**src/rtl/core/imuavg_pkg.sv**
```systemverilog
// shared types, constants and tables of the imu attitude and acceleration average block
package imuavg_pkg;

  localparam int WINDOW_LEN_DEF   = 4;
  localparam int CORDIC_STEPS_DEF = 16;
  localparam int TABLE_LEN        = 24;
  localparam int DATA_W           = 16;
  localparam int SAMPLE_W         = 7 * DATA_W;
  localparam int IN_TDATA_W       = 10 * DATA_W;
  localparam int OUT_TDATA_W      = 96;
  localparam int CFG_W            = 5;
  localparam int PHASE_W          = 4;
  localparam int CNT_W            = 5;
  localparam int QUEUE_DEPTH      = 2;
  localparam int YAW_LIMIT        = 18000;
  localparam int TILT_LIMIT       = 9000;

  localparam logic [CFG_W-1:0] DEC_RESET = 5'd2;
  localparam logic [CFG_W-1:0] DEC_MAX   = 5'd16;
  localparam logic [31:0]      HALF_TURN = 32'd1179648000;

  typedef struct packed {
    logic signed [DATA_W-1:0] gz;
    logic signed [DATA_W-1:0] gy;
    logic signed [DATA_W-1:0] gx;
    logic signed [DATA_W-1:0] qz;
    logic signed [DATA_W-1:0] qy;
    logic signed [DATA_W-1:0] qx;
    logic signed [DATA_W-1:0] qw;
  } sample_t;

  typedef enum logic [1:0] {
    F_IDLE,
    F_UPD,
    F_PUSH
  } front_state_t;

  typedef enum logic [2:0] {
    B_IDLE,
    B_MUL,
    B_SQRT,
    B_LOAD,
    B_NORM,
    B_ROT,
    B_ROUND,
    B_EMIT
  } back_state_t;

  function automatic logic [31:0] atan_val(input logic [CNT_W-1:0] idx);
    logic [31:0] v;
    unique case (idx)
      5'd0:    v = 32'd294912000;
      5'd1:    v = 32'd174096719;
      5'd2:    v = 32'd91987925;
      5'd3:    v = 32'd46694507;
      5'd4:    v = 32'd23437865;
      5'd5:    v = 32'd11730358;
      5'd6:    v = 32'd5866610;
      5'd7:    v = 32'd2933484;
      5'd8:    v = 32'd1466764;
      5'd9:    v = 32'd733385;
      5'd10:   v = 32'd366693;
      5'd11:   v = 32'd183346;
      5'd12:   v = 32'd91673;
      5'd13:   v = 32'd45837;
      5'd14:   v = 32'd22918;
      5'd15:   v = 32'd11459;
      5'd16:   v = 32'd5730;
      5'd17:   v = 32'd2865;
      5'd18:   v = 32'd1432;
      5'd19:   v = 32'd716;
      5'd20:   v = 32'd358;
      5'd21:   v = 32'd179;
      5'd22:   v = 32'd90;
      5'd23:   v = 32'd45;
      default: v = 32'd0;
    endcase
    return v;
  endfunction

endpackage

```
**src/rtl/core/imu_attitude_and_accel_average.sv**
```systemverilog
// top level of the imu attitude and acceleration average block
//
//  channel | dir | handshake                  | payload
//  in      | in  | in_tvalid / in_tready      | in_tdata, 160 bits
//  out     | out | out_tvalid / out_tready    | out_tdata, 96 bits
//  cfg     | in  | cfg_valid / cfg_ready      | cfg_data, decimation ratio
//
// the front takes one sample at a time and waits for room in the job queue when a job is due
// an emitted result passes through the back in order: taking the job, products and window means,
// the paired square roots, then per angle a load, normalize, CORDIC_STEPS rotations and
// rounding on the one shared cordic unit, with the load going straight to rounding when both
// operands are zero, and last the load of the output register
// samples that emit nothing cost only the front cycles
// reset clears control, window fill and sums; no clearing pass
// out_tvalid holds the result until taken while the back works on the next job
module imu_attitude_and_accel_average #(
  parameter int WINDOW_LEN   = imuavg_pkg::WINDOW_LEN_DEF,
  parameter int CORDIC_STEPS = imuavg_pkg::CORDIC_STEPS_DEF
) (
  input  logic                                clk,
  input  logic                                rst_n,
  input  logic                                in_tvalid,
  output logic                                in_tready,
  // quat_w, quat_x, quat_y, quat_z, grav_x, grav_y, grav_z, lin_acc_x, lin_acc_y, lin_acc_z
  input  logic [imuavg_pkg::IN_TDATA_W-1:0]   in_tdata,
  output logic                                out_tvalid,
  input  logic                                out_tready,
  // yaw_angle, pitch_angle, roll_angle, mean_acc_x, mean_acc_y, mean_acc_z, zero pad
  output logic [imuavg_pkg::OUT_TDATA_W-1:0]  out_tdata,
  input  logic                                cfg_valid,
  output logic                                cfg_ready,
  input  logic [imuavg_pkg::CFG_W-1:0]        cfg_data
);
  import imuavg_pkg::*;

  localparam int SUM_W = DATA_W + $clog2(WINDOW_LEN);
  localparam int JOB_W = SAMPLE_W + 3 * SUM_W;

  logic [CFG_W-1:0] ratio_r;
  logic             f_valid, f_ready, b_valid, b_ready;
  logic [JOB_W-1:0] f_data, b_data;

  assign cfg_ready = 1'b1;

  always_ff @(posedge clk) begin
    if (!rst_n) begin
      ratio_r <= DEC_RESET;
    end else if (cfg_valid && cfg_ready) begin
      ratio_r <= cfg_data;
    end
  end

  imuavg_front #(
    .WINDOW_LEN (WINDOW_LEN),
    .JOB_W      (JOB_W)
  ) u_front (
    .clk       (clk),
    .rst_n     (rst_n),
    .in_tvalid (in_tvalid),
    .in_tready (in_tready),
    .in_tdata  (in_tdata),
    .ratio     (ratio_r),
    .job_valid (f_valid),
    .job_ready (f_ready),
    .job_data  (f_data)
  );

  imuavg_fifo #(
    .W (JOB_W)
  ) u_fifo (
    .clk        (clk),
    .rst_n      (rst_n),
    .push_valid (f_valid),
    .push_ready (f_ready),
    .push_data  (f_data),
    .pop_valid  (b_valid),
    .pop_ready  (b_ready),
    .pop_data   (b_data)
  );

  imuavg_back #(
    .WINDOW_LEN   (WINDOW_LEN),
    .CORDIC_STEPS (CORDIC_STEPS),
    .JOB_W        (JOB_W)
  ) u_back (
    .clk        (clk),
    .rst_n      (rst_n),
    .job_valid  (b_valid),
    .job_ready  (b_ready),
    .job_data   (b_data),
    .out_tvalid (out_tvalid),
    .out_tready (out_tready),
    .out_tdata  (out_tdata)
  );

endmodule

```
**src/rtl/core/imuavg_front.sv**
```systemverilog
// front part: accepts samples, keeps the acceleration window and decimation, issues jobs
module imuavg_front #(
  parameter int WINDOW_LEN = imuavg_pkg::WINDOW_LEN_DEF,
  parameter int JOB_W      = imuavg_pkg::SAMPLE_W + 3 * (16 + $clog2(WINDOW_LEN))
) (
  input  logic                               clk,
  input  logic                               rst_n,
  input  logic                               in_tvalid,
  output logic                               in_tready,
  input  logic [imuavg_pkg::IN_TDATA_W-1:0]  in_tdata,
  input  logic [imuavg_pkg::CFG_W-1:0]       ratio,
  output logic                               job_valid,
  input  logic                               job_ready,
  output logic [JOB_W-1:0]                   job_data
);
  import imuavg_pkg::*;

  localparam int SUM_W  = DATA_W + $clog2(WINDOW_LEN);
  localparam int SLOT_W = $clog2(WINDOW_LEN);
  localparam int FILL_W = $clog2(WINDOW_LEN + 1);
  localparam int ACC_W  = 3 * DATA_W;

  front_state_t state_r, state_nxt;

  logic [IN_TDATA_W-1:0]   item_r;
  logic [ACC_W-1:0]        ring [WINDOW_LEN];
  logic [ACC_W-1:0]        ring_rd_r;
  logic [SLOT_W-1:0]       slot_r, slot_nxt;
  logic [FILL_W-1:0]       fill_r, fill_nxt;
  logic [PHASE_W-1:0]      phase_r, phase_nxt;
  logic signed [SUM_W-1:0] sum_r [3];
  logic signed [SUM_W-1:0] sum_nxt [3];
  logic [JOB_W-1:0]        job_r;
  logic [CFG_W-1:0]        ratio_eff;
  logic [CFG_W-1:0]        phase_inc;
  logic                    full;
  logic                    emit;

  always_comb begin
    full = (fill_r == FILL_W'(WINDOW_LEN));
    fill_nxt = full ? fill_r : fill_r + FILL_W'(1);
    slot_nxt = (slot_r == SLOT_W'(WINDOW_LEN - 1)) ? '0 : slot_r + SLOT_W'(1);
    priority if (ratio == '0) begin
      ratio_eff = CFG_W'(1);
    end else if (ratio > DEC_MAX) begin
      ratio_eff = DEC_MAX;
    end else begin
      ratio_eff = ratio;
    end
    phase_inc = {1'b0, phase_r} + CFG_W'(1);
    phase_nxt = (phase_inc >= ratio_eff) ? '0 : phase_inc[PHASE_W-1:0];
    emit = (fill_nxt == FILL_W'(WINDOW_LEN)) && (phase_r == '0);
    for (int k = 0; k < 3; k++) begin
      sum_nxt[k] = sum_r[k]
                 + SUM_W'($signed(item_r[(7 + k) * DATA_W +: DATA_W]))
                 - (full ? SUM_W'($signed(ring_rd_r[k * DATA_W +: DATA_W])) : '0);
    end
  end

  always_comb begin
    state_nxt = state_r;
    unique case (state_r)
      F_IDLE:  if (in_tvalid) state_nxt = F_UPD;
      F_UPD:   state_nxt = emit ? F_PUSH : F_IDLE;
      F_PUSH:  if (job_ready) state_nxt = F_IDLE;
      default: state_nxt = F_IDLE;
    endcase
  end

  always_comb begin
    in_tready = (state_r == F_IDLE);
    job_valid = (state_r == F_PUSH);
    job_data  = job_r;
  end

  always_ff @(posedge clk) begin
    if (!rst_n) begin
      state_r <= F_IDLE;
      slot_r  <= '0;
      fill_r  <= '0;
      phase_r <= '0;
      for (int k = 0; k < 3; k++) sum_r[k] <= '0;
    end else begin
      state_r <= state_nxt;
      if (state_r == F_UPD) begin
        slot_r  <= slot_nxt;
        fill_r  <= fill_nxt;
        phase_r <= phase_nxt;
        for (int k = 0; k < 3; k++) sum_r[k] <= sum_nxt[k];
      end
    end
  end

  always_ff @(posedge clk) begin
    if (in_tvalid && in_tready) item_r <= in_tdata;
    if (state_r == F_UPD) begin
      ring[slot_r] <= item_r[SAMPLE_W +: ACC_W];
      job_r <= {sum_nxt[2], sum_nxt[1], sum_nxt[0], item_r[SAMPLE_W-1:0]};
    end
    ring_rd_r <= ring[slot_r];
  end

endmodule

```
**src/rtl/core/imuavg_fifo.sv**
```systemverilog
// short job queue between front and back
module imuavg_fifo #(
  parameter int W = 8
) (
  input  logic         clk,
  input  logic         rst_n,
  input  logic         push_valid,
  output logic         push_ready,
  input  logic [W-1:0] push_data,
  output logic         pop_valid,
  input  logic         pop_ready,
  output logic [W-1:0] pop_data
);
  import imuavg_pkg::*;

  localparam int PTR_W = $clog2(QUEUE_DEPTH);
  localparam int CNT_Q = $clog2(QUEUE_DEPTH + 1);

  logic [W-1:0]     entry_r [QUEUE_DEPTH];
  logic [PTR_W-1:0] wr_ptr_r, rd_ptr_r;
  logic [CNT_Q-1:0] count_r;
  logic             do_push, do_pop;

  always_comb begin
    push_ready = (count_r != CNT_Q'(QUEUE_DEPTH));
    pop_valid  = (count_r != '0);
    pop_data   = entry_r[rd_ptr_r];
    do_push    = push_valid && push_ready;
    do_pop     = pop_valid && pop_ready;
  end

  always_ff @(posedge clk) begin
    if (!rst_n) begin
      wr_ptr_r <= '0;
      rd_ptr_r <= '0;
      count_r  <= '0;
    end else begin
      if (do_push) begin
        wr_ptr_r <= (wr_ptr_r == PTR_W'(QUEUE_DEPTH - 1)) ? '0 : wr_ptr_r + PTR_W'(1);
      end
      if (do_pop) begin
        rd_ptr_r <= (rd_ptr_r == PTR_W'(QUEUE_DEPTH - 1)) ? '0 : rd_ptr_r + PTR_W'(1);
      end
      if (do_push && !do_pop) count_r <= count_r + CNT_Q'(1);
      else if (do_pop && !do_push) count_r <= count_r - CNT_Q'(1);
    end
  end

  always_ff @(posedge clk) begin
    if (do_push) entry_r[wr_ptr_r] <= push_data;
  end

endmodule

```
**src/rtl/core/imuavg_back.sv**
```systemverilog
// back part: products, square roots, shared cordic, window mean division, output register
module imuavg_back #(
  parameter int WINDOW_LEN   = imuavg_pkg::WINDOW_LEN_DEF,
  parameter int CORDIC_STEPS = imuavg_pkg::CORDIC_STEPS_DEF,
  parameter int JOB_W        = imuavg_pkg::SAMPLE_W + 3 * (16 + $clog2(WINDOW_LEN))
) (
  input  logic                               clk,
  input  logic                               rst_n,
  input  logic                               job_valid,
  output logic                               job_ready,
  input  logic [JOB_W-1:0]                   job_data,
  output logic                               out_tvalid,
  input  logic                               out_tready,
  output logic [imuavg_pkg::OUT_TDATA_W-1:0] out_tdata
);
  import imuavg_pkg::*;

  localparam int SUM_W = DATA_W + $clog2(WINDOW_LEN);
  localparam int CW    = 44;
  localparam int ZW    = 34;
  localparam int SQ_W  = 48;

  // window mean by reciprocal multiplication, exact for magnitudes below 2^SUM_W
  localparam int     DIV_S = SUM_W + $clog2(WINDOW_LEN);
  localparam longint DIV_M = ((longint'(1) << DIV_S) + longint'(WINDOW_LEN) - 1)
                             / longint'(WINDOW_LEN);
  localparam int     M_W   = SUM_W + 2;
  localparam int     P_W   = SUM_W + M_W;
  localparam logic [M_W-1:0] DIV_MUL = M_W'(DIV_M);

  localparam logic [CNT_W-1:0] P_QXQY = 5'd0;
  localparam logic [CNT_W-1:0] P_QZQW = 5'd1;
  localparam logic [CNT_W-1:0] P_QXQX = 5'd2;
  localparam logic [CNT_W-1:0] P_QYQY = 5'd3;
  localparam logic [CNT_W-1:0] P_QZQZ = 5'd4;
  localparam logic [CNT_W-1:0] P_QWQW = 5'd5;
  localparam logic [CNT_W-1:0] P_GXGX = 5'd6;
  localparam logic [CNT_W-1:0] P_GYGY = 5'd7;
  localparam logic [CNT_W-1:0] P_GZGZ = 5'd8;
  localparam logic [CNT_W-1:0] P_DONE = 5'd9;
  localparam logic [CNT_W-1:0] P_SETUP = 5'd10;
  localparam logic [CNT_W-1:0] SQRT_LAST = 5'd23;

  localparam logic [1:0] ANG_YAW   = 2'd0;
  localparam logic [1:0] ANG_PITCH = 2'd1;
  localparam logic [1:0] ANG_ROLL  = 2'd2;

  localparam logic [CW-1:0] NORM_LOW = CW'(1) << 30;
  localparam logic [CW-1:0] NORM_TOP = CW'(1) << 38;

  back_state_t state_r, state_nxt;

  logic [JOB_W-1:0]         job_r;
  sample_t                  smp;
  logic [CNT_W-1:0]         cnt_r;
  logic [CNT_W-1:0]         acc_code;
  logic signed [DATA_W-1:0] mul_a, mul_b;
  logic signed [31:0]       prod_r;
  logic signed [32:0]       num_r, den_r;
  logic [30:0]              sq_r [3];
  logic [31:0]              s_pitch, s_roll;
  logic [SQ_W-1:0]          sv_r [2];
  logic [SQ_W-1:0]          root_r [2];
  logic [SQ_W-1:0]          bit_r;
  logic [SQ_W-1:0]          sq_t [2];
  logic [SUM_W-1:0]         dv_r [3];
  logic [SUM_W-1:0]         quo_r [3];
  logic                     neg_r [3];
  logic [P_W-1:0]           qprod [3];
  logic signed [SUM_W-1:0]  sum_in [3];
  logic [SUM_W-1:0]         mq [3];
  logic [1:0]               ang_r;
  logic signed [CW-1:0]     cx_r, cy_r, ly, lx;
  logic signed [ZW-1:0]     cz_r, rnd, cd, lim, cl;
  logic [CW-1:0]            abs_x, abs_y, mag;
  logic                     load_zero, norm_done, emit_load, out_tvalid_r;
  logic [DATA_W-1:0]        yaw_r;
  logic [DATA_W-2:0]        pitch_r, roll_r;
  logic [OUT_TDATA_W-1:0]   out_data_r;

  always_comb begin
    smp = sample_t'(job_r[SAMPLE_W-1:0]);
    acc_code = cnt_r - CNT_W'(1);
    unique case (cnt_r)
      P_QXQY:  begin mul_a = smp.qx; mul_b = smp.qy; end
      P_QZQW:  begin mul_a = smp.qz; mul_b = smp.qw; end
      P_QXQX:  begin mul_a = smp.qx; mul_b = smp.qx; end
      P_QYQY:  begin mul_a = smp.qy; mul_b = smp.qy; end
      P_QZQZ:  begin mul_a = smp.qz; mul_b = smp.qz; end
      P_QWQW:  begin mul_a = smp.qw; mul_b = smp.qw; end
      P_GXGX:  begin mul_a = smp.gx; mul_b = smp.gx; end
      P_GYGY:  begin mul_a = smp.gy; mul_b = smp.gy; end
      P_GZGZ:  begin mul_a = smp.gz; mul_b = smp.gz; end
      default: begin mul_a = '0; mul_b = '0; end
    endcase
    s_pitch = 32'(sq_r[1]) + 32'(sq_r[2]);
    s_roll  = 32'(sq_r[0]) + 32'(sq_r[2]);
    for (int u = 0; u < 2; u++) sq_t[u] = root_r[u] + bit_r;
    for (int k = 0; k < 3; k++) begin
      sum_in[k] = $signed(job_data[SAMPLE_W + k * SUM_W +: SUM_W]);
      qprod[k] = P_W'(dv_r[k]) * P_W'(DIV_MUL);
      mq[k] = neg_r[k] ? (~quo_r[k] + SUM_W'(1)) : quo_r[k];
    end
    unique case (ang_r)
      ANG_YAW: begin
        ly = CW'(num_r) <<< 1;
        lx = CW'(den_r);
      end
      ANG_PITCH: begin
        ly = CW'(smp.gx) <<< 8;
        lx = CW'({1'b0, root_r[0][23:0]});
      end
      default: begin
        ly = CW'(smp.gy) <<< 8;
        lx = CW'({1'b0, root_r[1][23:0]});
      end
    endcase
    load_zero = (ly == '0) && (lx == '0);
    abs_x = cx_r[CW-1] ? -cx_r : cx_r;
    abs_y = cy_r[CW-1] ? -cy_r : cy_r;
    mag = (abs_x > abs_y) ? abs_x : abs_y;
    norm_done = (mag >= NORM_TOP);
    rnd = cz_r + ZW'(32768);
    cd  = rnd >>> 16;
    lim = (ang_r == ANG_YAW) ? ZW'(YAW_LIMIT) : ZW'(TILT_LIMIT);
    priority if (cd > lim) cl = lim;
    else if (cd < -lim) cl = -lim;
    else cl = cd;
  end

  always_comb begin
    state_nxt = state_r;
    unique case (state_r)
      B_IDLE:  if (job_valid) state_nxt = B_MUL;
      B_MUL:   if (cnt_r == P_SETUP) state_nxt = B_SQRT;
      B_SQRT:  if (cnt_r == SQRT_LAST) state_nxt = B_LOAD;
      B_LOAD:  state_nxt = load_zero ? B_ROUND : B_NORM;
      B_NORM:  if (norm_done) state_nxt = B_ROT;
      B_ROT:   if (cnt_r == CNT_W'(CORDIC_STEPS - 1)) state_nxt = B_ROUND;
      B_ROUND: state_nxt = (ang_r == ANG_ROLL) ? B_EMIT : B_LOAD;
      B_EMIT:  if (!out_tvalid_r || out_tready) state_nxt = B_IDLE;
      default: state_nxt = B_IDLE;
    endcase
  end

  always_comb begin
    job_ready  = (state_r == B_IDLE);
    emit_load  = (state_r == B_EMIT) && (!out_tvalid_r || out_tready);
    out_tvalid = out_tvalid_r;
    out_tdata  = out_data_r;
  end

  always_ff @(posedge clk) begin
    if (!rst_n) begin
      state_r      <= B_IDLE;
      out_tvalid_r <= 1'b0;
    end else begin
      state_r <= state_nxt;
      if (emit_load) out_tvalid_r <= 1'b1;
      else if (out_tready) out_tvalid_r <= 1'b0;
    end
  end

  always_ff @(posedge clk) begin
    unique case (state_r)
      B_IDLE: begin
        if (job_valid) begin
          job_r <= job_data;
          cnt_r <= '0;
          num_r <= '0;
          den_r <= '0;
          for (int k = 0; k < 3; k++) begin
            sq_r[k]  <= '0;
            neg_r[k] <= sum_in[k][SUM_W-1];
            dv_r[k]  <= sum_in[k][SUM_W-1] ? -sum_in[k] : sum_in[k];
          end
        end
      end
      B_MUL: begin
        if (cnt_r < P_DONE) prod_r <= mul_a * mul_b;
        if (cnt_r != '0 && cnt_r <= P_DONE) begin
          unique case (acc_code)
            P_QXQY, P_QZQW: num_r <= num_r + 33'(prod_r);
            P_QXQX, P_QWQW: den_r <= den_r + 33'(prod_r);
            P_QYQY, P_QZQZ: den_r <= den_r - 33'(prod_r);
            P_GXGX:         sq_r[0] <= prod_r[30:0];
            P_GYGY:         sq_r[1] <= prod_r[30:0];
            P_GZGZ:         sq_r[2] <= prod_r[30:0];
            default: ;
          endcase
        end
        if (cnt_r == P_SETUP) begin
          sv_r[0]   <= {s_pitch, 16'h0000};
          sv_r[1]   <= {s_roll, 16'h0000};
          root_r[0] <= '0;
          root_r[1] <= '0;
          bit_r     <= SQ_W'(1) << (SQ_W - 2);
          for (int k = 0; k < 3; k++) quo_r[k] <= SUM_W'(qprod[k] >> DIV_S);
          cnt_r     <= '0;
        end else begin
          cnt_r <= cnt_r + CNT_W'(1);
        end
      end
      B_SQRT: begin
        for (int u = 0; u < 2; u++) begin
          if (sv_r[u] >= sq_t[u]) begin
            sv_r[u]   <= sv_r[u] - sq_t[u];
            root_r[u] <= (root_r[u] >> 1) + bit_r;
          end else begin
            root_r[u] <= root_r[u] >> 1;
          end
        end
        bit_r <= bit_r >> 2;
        cnt_r <= cnt_r + CNT_W'(1);
        ang_r <= ANG_YAW;
      end
      B_LOAD: begin
        if (!load_zero && lx[CW-1]) begin
          cx_r <= -lx;
          cy_r <= -ly;
          cz_r <= ly[CW-1] ? -ZW'(HALF_TURN) : ZW'(HALF_TURN);
        end else begin
          cx_r <= lx;
          cy_r <= ly;
          cz_r <= '0;
        end
      end
      B_NORM: begin
        if (mag < NORM_LOW) begin
          cx_r <= cx_r <<< 8;
          cy_r <= cy_r <<< 8;
        end else if (!norm_done) begin
          cx_r <= cx_r <<< 1;
          cy_r <= cy_r <<< 1;
        end
        cnt_r <= '0;
      end
      B_ROT: begin
        if (cy_r > 0) begin
          cx_r <= cx_r + (cy_r >>> cnt_r);
          cy_r <= cy_r - (cx_r >>> cnt_r);
          cz_r <= cz_r + $signed(ZW'(atan_val(cnt_r)));
        end else begin
          cx_r <= cx_r - (cy_r >>> cnt_r);
          cy_r <= cy_r + (cx_r >>> cnt_r);
          cz_r <= cz_r - $signed(ZW'(atan_val(cnt_r)));
        end
        cnt_r <= cnt_r + CNT_W'(1);
      end
      B_ROUND: begin
        unique case (ang_r)
          ANG_YAW:   yaw_r <= cl[DATA_W-1:0];
          ANG_PITCH: pitch_r <= cl[DATA_W-2:0];
          default:   roll_r <= cl[DATA_W-2:0];
        endcase
        ang_r <= ang_r + 2'd1;
      end
      B_EMIT: begin
        if (emit_load) begin
          out_data_r <= {2'b00, mq[2][DATA_W-1:0], mq[1][DATA_W-1:0], mq[0][DATA_W-1:0],
                         roll_r, pitch_r, yaw_r};
        end
      end
      default: ;
    endcase
  end

  a_yaw_range: assert property (@(posedge clk) disable iff (!rst_n)
    out_tvalid_r |-> ($signed(out_data_r[15:0]) <= 18000 && $signed(out_data_r[15:0]) >= -18000))
    else $error("yaw out of range");

  a_tilt_range: assert property (@(posedge clk) disable iff (!rst_n)
    out_tvalid_r |-> ($signed(out_data_r[30:16]) <= 9000 && $signed(out_data_r[30:16]) >= -9000
                   && $signed(out_data_r[45:31]) <= 9000 && $signed(out_data_r[45:31]) >= -9000))
    else $error("tilt out of range");

  a_rot_count: assert property (@(posedge clk) disable iff (!rst_n)
    (state_r == B_ROT) |-> (cnt_r < CNT_W'(CORDIC_STEPS)))
    else $error("cordic step count overrun");

  a_job_start: assert property (@(posedge clk) disable iff (!rst_n)
    (job_valid && job_ready) |=> (state_r == B_MUL && cnt_r == '0))
    else $error("job taken without starting products");

endmodule
```
**config.mk**
```make
export PLATFORM = sky130hd
export DESIGN_NAME = imu_attitude_and_accel_average
export DESIGN_NICKNAME = d
export VERILOG_FILES = /design/src/rtl/core/imuavg_pkg.sv /design/src/rtl/core/imu_attitude_and_accel_average.sv /design/src/rtl/core/imuavg_front.sv /design/src/rtl/core/imuavg_fifo.sv /design/src/rtl/core/imuavg_back.sv
export SDC_FILE = /design/constraint.sdc
export NUM_CORES = 2
export LEC_CHECK = 0
export BUFFER_PORTS_ARGS = -buffer_cell sky130_fd_sc_hd__buf_2
export CAP_MARGIN = 20
export CORE_MARGIN = 8
export CORE_UTILIZATION = 58
export DETAILED_ROUTE_END_ITERATION = 7
export HOLD_SLACK_MARGIN = 0.15
export PLACE_DENSITY = 0.76
export SYNTH_ARGS = -nofsm -noshare
export SYNTH_HDL_FRONTEND = slang
export SYNTH_SLANG_ARGS = --single-unit
```
**constraint.sdc**
```tcl
create_clock -name clk -period 9.6 [get_ports clk]
set_clock_uncertainty 0.1 [all_clocks]
set_input_delay 1.44 -clock clk [delete_from_list [all_inputs] [get_ports clk]]
set_output_delay 1.44 -clock clk [all_outputs]
set_load 0.01 [all_outputs]
```
## Word-level counts from Yosys, hierarchy flattened

Memory sizes are Yosys's and may differ from the RTL's. A register that Yosys moved wholly into a read port is not among the register bits.
Index checks and enable logic that the tools add are counted.

| storage, ports and cells | value |
|---|---|
| register bits after elaboration | 877 |
| latch bits | 0 |
| bits in writable memories | 968 |
| memory bits (read-only) | 1856 |
| input port bits | 170 |
| output and inout port bits | 99 |
| word-level logic and storage cells | 342 |
| memories | 11 |

Memory list:

| memory | words | bits a word | rd ports | clocked after Yosys merged registers in | write ports | RTL line | source |
|---|---|---|---|---|---|---|---|
| (no name shown) | 32 | 29 | 1 | 1 | 0 | imuavg_pkg.sv:51 | `unique case (idx)` |
| (no name shown) | 32 | 29 | 1 | 1 | 0 | imuavg_pkg.sv:51 |  |
| u_fifo.entry_r | 2 | 166 | 1 | 1 | 1 | imuavg_fifo.sv:19 | `logic [W-1:0] entry_r [QUEUE_DEPTH];` |
| u_front.ring | 4 | 48 | 1 | 1 | 1 | imuavg_front.sv:26 | `logic [ACC_W-1:0] ring [WINDOW_LEN];` |
| u_back.root_r | 2 | 48 | 2 | 0 | 2 | imuavg_back.sv:63 | `logic [SQ_W-1:0] root_r [2];` |
| u_back.sv_r | 2 | 48 | 2 | 0 | 2 | imuavg_back.sv:62 | `logic [SQ_W-1:0] sv_r [2];` |
| 5 more memories | -- | -- | -- | -- | -- | -- |  |

| cells by class | value |
|---|---|
| $add $sub $neg | 45 |
| multipliers | 1 |
| divide/modulo/power cells | 0 |
| $lt $le $gt $ge | 12 |
| eq/ne operators | 46 |
| shifts and indexed selects | 2 |
| mux-type cells | 127 |
| bitwise operators | 16 |
| reductions and logical operators | 56 |

Operators by type and width:

| cell | number |
|---|---|
| 44-bit two-way mux | 11 |
| 48-bit two-way mux | 7 |
| 44-bit one-hot mux with 3 select lines | 2 |
| 16-bit one-hot mux with 7 select lines | 2 |
| 33-bit one-hot mux with 2 select lines | 3 |
| 44-bit negation | 4 |
| 44-bit one-hot mux with 2 select lines | 2 |
| 18-bit two-way mux | 9 |
| 33-bit two-way mux | 4 |
| 32-bit two-way mux | 4 |
| 34-bit two-way mux | 3 |
| 47-bit by 48-bit adder with 48-bit output | 2 |
| 48-bit adder | 2 |
| 48-bit greater-or-equal comparator | 2 |
| 48-bit one-hot mux with 2 select lines | 1 |
| 48-bit subtractor | 2 |
| 31-bit two-way mux | 3 |
| 44-bit adder | 2 |
| 44-bit zero test | 2 |
| 44-bit by 5-bit >>> shifter with 44-bit output | 2 |
| 44-bit subtractor | 2 |
| 16-bit two-way mux | 5 |
| 34-bit one-hot mux with 2 select lines | 1 |
| 33-bit by 32-bit adder with 33-bit output | 2 |
| other kinds (69) | 226 |

## Longest topological paths before layout

| logic depth | value |
|---|---|
| word-level depth | 8 |
| depth in mapped cells | 44 |
| mapped depth without buffers | 33 |

## Cells and area by module

Synthesis repeated with hierarchy kept, for this count alone.

| unflattened totals | value |
|---|---|
| cells, all modules | 11166 |
| area, all modules | 122657.6 µm² |

Modules (own cells, without submodules):

| module | times used | cells an instance | area an instance (µm²) | sequential area each (µm²) |
|---|---|---|---|---|
| imuavg_back | 1 | 9128 | 85263.0 | 27286.2 |
| imuavg_front | 1 | 1480 | 24928.9 | 18357.6 |
| imuavg_fifo | 1 | 540 | 12264.3 | 10069.7 |
| imu_attitude_and_accel_average | 1 | 18 | 201.4 | 100.1 |

## Worst setup path before layout

No wires, ideal clock.

| timing path | value |
|---|---|
| kind | register to register |
| start point | reg u_back.cnt_r[0] |
| end point | reg u_back.prod_r[31] (data pin) |
| library setup time | 260 ps |
| arrival time | 10007 ps |
| data required time | 9240 ps |
| slack | -767 ps |
| stages on the path, launching flop included | 42 |
| buffers on the path | 13 |
| clock period less this slack | 10367 ps |
| cells stage by stage | edfxtp_1 > buf_6 > buf_6 > buf_6 > buf_6 > buf_6 > buf_6 > buf_2 > buf_2 > buf_2 > inv_1 > ha_1 > clkbuf_1 > and2_1 > clkbuf_1 > clkbuf_1 > a222oi_1 > nand2_1 > [... 6 more ...] > fa_1 > fa_1 > inv_1 > fa_1 > inv_1 > fa_1 > inv_1 > ha_1 > a21o_1 > a21o_1 > a2111oi_0 > o31a_1 > o211ai_1 > a2111oi_0 > nor3_1 > or3_1 > a21oi_1 > xnor2_1 |

| on the way | value |
|---|---|
| cells in the longest elaborated chain, start to end | 4 |
| elaborated cells on any way between the ends | 16 |
| those cells by class | 1 x mul; 8 x eq/ne; 2 x mux; 5 x reduce/logical |

RTL lines:

| element | RTL line | source |
|---|---|---|
| from (decl) | imuavg_back.sv:55 | `logic [CNT_W-1:0] cnt_r;` |
| from (signal assigned) | imuavg_back.sv:201 | `cnt_r <= cnt_r + CNT_W'(1);` |
| from (signal assigned) | imuavg_back.sv:214 | `cnt_r <= cnt_r + CNT_W'(1);` |
| from (signal assigned) | imuavg_back.sv:248 | `cnt_r <= cnt_r + CNT_W'(1);` |
| 5-bit by 1-bit == test with 1-bit output, or another cell as far along | imuavg_back.sv:84 | `unique case (cnt_r)` |
| 2-bit OR reduction (no source line) | -- |  |
| 16-bit one-hot mux with 7 select lines | imuavg_back.sv:84 |  |
| 16-bit by 16-bit multiplier with 32-bit output * | imuavg_back.sv:180 | `if (cnt_r < P_DONE) prod_r <= mul_a * mul_b;` |
| to (signal assigned) | imuavg_back.sv:180 |  |
| to (decl) | imuavg_back.sv:58 | `logic signed [31:0] prod_r;` |

Every way passes the cells marked *; elsewhere a longest branch is shown, timed or not.
A chain may end at the register's enable or synchronous reset.

## Final worst setup path

Same ends and word-level chain as after synthesis.

==> results summary <==
The share of async-settable or async-resettable flops after synthesis is 0%. The placed instances occupy a cell area of ~120,000 um^2. For this run, the top clock speed supported by timing is roughly 110 MHz.

The count of flip-flops with a built-in enable after synthesis is ~1,800. The worst register-to-register path begins at u_back.cnt_r[0]. Summed over all failing endpoints, the final setup total negative slack is 0 ps. The transition at the pin with the smallest max-transition slack came out at 1180 ps. The dominant combinational cell family by area after synthesis is compound AO/OA/AOI/OAI gates. The area growth from synthesis to layout came out at 9.34%. Among all flip-flop cells after synthesis, the most frequent one is sky130_fd_sc_hd__edfxtp_1. The share of the clock period used by the worst path came out at 96.8%. The number of antenna violations at the first check in global routing came out at 6. In this run the number of H-tree levels came out at 4. The routability congestion estimate came out at slightly above 1.

The register bit total from synthesis is 1,893. The arrival time of the worst setup path came out at a little under 10,000 ps. The synthesized area per cell is between 10 and 15 um^2.

The source of the worst hold timing path is u_back.yaw_r[12]. Setup repair after global routing left no endpoint under its margin. The type of the tightest min-delay check is flip-flop to flip-flop. The synthesized netlist devotes roughly 14% of its cell area to compound gates. The largest individual stage delay along the critical path comes from the cell sky130_fd_sc_hd__nor2_1. At the worst endpoint, the required time is 10,080 ps.

The detail-routed via count per cell is around 6.4. The total power density per cell area came out at slightly below 400 nW/um^2. The hold-critical path depth is 0.

The flip-flop and latch area is between 50,000 and 60,000 um^2. The mux cell area share after synthesis is under 10%. The number of design-rule violations left by the first detailed-router iteration came out at 9,966.

sky130_fd_sc_hd__edfxtp_1 takes more of the synthesized area than any other cell. The synthesized instance count is about 11,000. The buffer levels on the longest clock path is 3. Setup violations remaining at the end of the flow were counted as 0.

In this run the tightest slew margin relative to its limit is between 20% and 30%. The switching power of the nets came out at approximately 24 mW. Once detail routing completed, the nets flagged for antenna violations numbered 0.

TritonCTS built the clock tree. The top cell types in the final layout, fill and taps aside, are sky130_fd_sc_hd__edfxtp_1 (1,790), sky130_fd_sc_hd__nor2_1 (845), sky130_fd_sc_hd__nand2_1 (742). The area of the mapped netlist came out at around 120,000 um^2. Yosys mapped the design onto ~110 distinct sky130hd cell types. The insertion delay of the later-clocked pin in the worst-skew pair came out at approximately 890 ps. The number of sinks on the clock net came out at approximately 1,900. For this run, the number of Yosys warnings is 0. After Yosys synthesis, full adders, half adders and majority gates account for 12.5% of the synthesized area.

The run finished, with violations left. Counting cells, the worst reg-to-reg path comes to 30. The share of total power in combinational logic came out at between 60% and 70%.

The first-pass GRT wire length came out at between 500,000 and 600,000 um. For this run, design rule violations remaining after detail routing come to 11. The category of the critical setup timing path is flip-flop to flip-flop.

The checks that failed: design-rule violations. The die area is 223,000 um^2. The path with the worst hold slack has its endpoint at u_back.out_tdata[12]. The peak fanout along the critical path came out at 10. The number of global-route vias before repair was roughly 86,000. Across all layers, the routed design uses 89,100 vias. The placed wire-length estimate after detailed placement came out at around 260,000 um.

Sorting the synthesized cells by area gives the leading types as sky130_fd_sc_hd__edfxtp_1 (45%), sky130_fd_sc_hd__ha_1 (7.2%), sky130_fd_sc_hd__fa_1 (5.4%). Global routing used 29.8% of the available tracks across all layers. Measured along the x axis, the die boundary spans approximately 470 um.

STA classifies the critical path endpoint as a flip-flop. The placeable core area is 207,000 um^2. The peak per-stage delay on the critical path is 570 ps. After synthesis, the largest area contributor takes up ~45% of total cell area.

The finished layout cell area came out at roughly 130,000 um^2. The routed wire length came out at ~350,000 um. STA classifies the critical path startpoint as a flip-flop. Row generation in the floorplan step produced 167 rows. The worst path in the final design needs a cycle of 9290 ps, including I/O delays and setup. The destination of the worst register-to-register timing path is u_back.prod_r[31]. Sequential cells account for between 20% and 30% of the total power. The post-cts hold buffer count is 0. The global-route congestion overflow total came out at 0. The setup slack of the worst register-to-register path is 310 ps.

The simple-gate portion of the synthesized area is ~11%. The cell leakage power is 50.7 nW. The clock share of power came out at between 10% and 20%.

The number of setup buffers added after CTS is 0. The multi-input gate area in the final layout is 60,400 um^2. The switching part of the total power is a little under half. The number of detailed-route iterations in the first pass is 8. The number of buffers added on ports came out at 265. The maximum VDD drop came out at roughly 0.58 mV. The fraction of synthesized cell area in xor and xnor cells came out at under 10%.

The total clock buffers created by CTS came out at a little under 200. The internal power contribution is between 20 and 30 mW. Clock-pin slew was measured on the worst setup and hold paths at 60 ps. The clock root buffer master is sky130_fd_sc_hd__clkbuf_16. The top-level port count is between 200 and 300. Dividing the detail-routed wire length by the instance count gives 24.7 um. The most common cell type on the critical path is sky130_fd_sc_hd__fa_1. Counting the fill cells in the layout gives approximately 16,000. The final hold violation count came to 0. The floorplan die height is between 400 and 500 um.

The final layout net count is 12,300. For this configuration, the core starts out at a cell density of between 50% and 60%. The total count of max-transition violations in the final report is 0.

The fraction of final layout cells sized beyond drive strength 1 came out at between 10% and 20%. The maximum number of pins on one net before global-route repair is 167. The sequential cell area fraction in the yosys report came out at between 40% and 50%. The count of maximum capacitance violations is 0. The library cell used most frequently in the layout, excluding fill and tap cells, is sky130_fd_sc_hd__edfxtp_1.
-- power by group through the flow --
stage / logic (mW) / clock network (mW) / registers (mW)
6_report: 31.0 / 7.90 / 12.3
5_1_grt: 33.9 / 8.33 / 12.3
4_1_cts: 30.6 / 8.01 / 12.2
3_5_place_dp: 30.2 / 0 / 12.4
3_3_place_gp: 29.7 / 0 / 12.4
2_1_floorplan: 22.5 / 0 / 11.7
-- flip-flops by register name, summed over array words and instances, names as in the netlist, 48 cells and up, named ones only --
register	cells
u_front.item_r	160
u_front.ring	192
u_front.ring_rd_r	48
u_back.job_r	112
u_back.dv_r	48
u_front.sum_r	54
u_fifo.entry_r	332
u_back.sq_r	93
u_front.job_data	166
u_back.sv_r	96
u_back.quo_r	48
u_back.out_tdata	94
u_back.root_r	96
-- final cells by class --
| type | instances | share of cell area, % |
|---|---|---|
| clock buffers | 236 | 3.89 |
| multi-input cells | 7833 | 45.8 |
| clock inverters | 134 | 1.26 |
| well taps | 2704 | 2.57 |
| flip-flops and latches | 1893 | 42.3 |
| repair buffers | 442 | 2.11 |
| diodes | 2 | 0.00380 |
| inverters | 715 | 2.04 |
-- layer usage --
metal / vias up / wire length, um / share of wire (%) / track usage [%]
li1: 40400 / - / - / -
met1: 43300 / 140000 / 41 / 40.4
met2: 4447 / 156000 / 45 / 47.0
met3: 873 / 30400 / 8.8 / 5.18
met4: 4 / 18400 / 5.3 / 13.9
met5: - / 26 / 0.0075 / 0
-- synth_stat cells (149+ instances only) --
| cell | instances |
|---|---|
| sky130_fd_sc_hd__a21o_1 | 222 |
| sky130_fd_sc_hd__a21oi_1 | 660 |
| sky130_fd_sc_hd__a31oi_1 | 149 |
| sky130_fd_sc_hd__and3_1 | 184 |
| sky130_fd_sc_hd__clkbuf_1 | 378 |
| sky130_fd_sc_hd__edfxtp_1 | 1790 |
| sky130_fd_sc_hd__fa_1 | 323 |
| sky130_fd_sc_hd__ha_1 | 690 |
| sky130_fd_sc_hd__inv_1 | 707 |
| sky130_fd_sc_hd__mux2_2 | 201 |
| sky130_fd_sc_hd__mux2i_1 | 149 |
| sky130_fd_sc_hd__nand2_1 | 749 |
| sky130_fd_sc_hd__nand3_1 | 156 |
| sky130_fd_sc_hd__nor2_1 | 848 |
| sky130_fd_sc_hd__nor3_1 | 163 |
| sky130_fd_sc_hd__o21ai_0 | 612 |
| sky130_fd_sc_hd__xnor2_1 | 471 |
| sky130_fd_sc_hd__xor2_1 | 454 |
-- how the worst max path moves through the flow --
stage	startpoint	end	cells past startpoint
after CTS	u_back.cnt_r[0]	u_back.prod_r[31]	29
after global placement	u_back.cnt_r[0]	u_back.prod_r[31]	29
after global routing	u_back.cnt_r[0]	u_back.prod_r[31]	30
after floorplan	u_back.cnt_r[0]	u_back.prod_r[31]	41
after detailed placement	u_back.cnt_r[0]	u_back.prod_r[31]	29
final	u_back.cnt_r[0]	u_back.prod_r[31]	30
-- metrics by stage --
step	setup WS, ps	util, %	cells	hold slack (ps)	power (mW)
2_1_floorplan	2.76	-	10900	300	34.2
3_3_place_gp	526	60.4	13600	302	42.1
3_5_place_dp	312	60.4	13600	305	42.6
4_1_cts	267	63.7	14000	269	50.8
5_1_grt	9.10	63.7	14000	265	54.6
6_report	310	63.8	14000	273	51.2
-- cell families (layout without fill, tap and decap cells) --
family                     after synthesis  count (layout)
muxes                                  483             483
adders and majority gates             1013            1013
xor gates and xnor gates               925             925
and+or+nand+nor                       2816            2816
AOI/OAI and AO/OA                     2593            2593
DFF                                   1893            1893
other                                    2               5
buffers and inverters                 1197            1527
-- worst max-delay path, delay by kind of cell, from the launching register on --
| kind | cells | cell delay, ps |
|---|---|---|
| simple gates | 6 | 1720 |
| xor+xnor | 1 | 70 |
| fa+ha+maj | 8 | 3860 |
| flops | 1 | 490 |
| compound gates | 9 | 1870 |
| buf+inv | 6 | 930 |
-- what timing repair did --
| item | 4_1_cts | 5_1_grt |
|---|---|---|
| endpoints found under the setup margin | 0 | 1 |
| gates resized for setup | 0 | 1 |
| endpoints found under the hold margin | 0 | 0 |
Note: power is estimated with default switching activity, not from simulation.
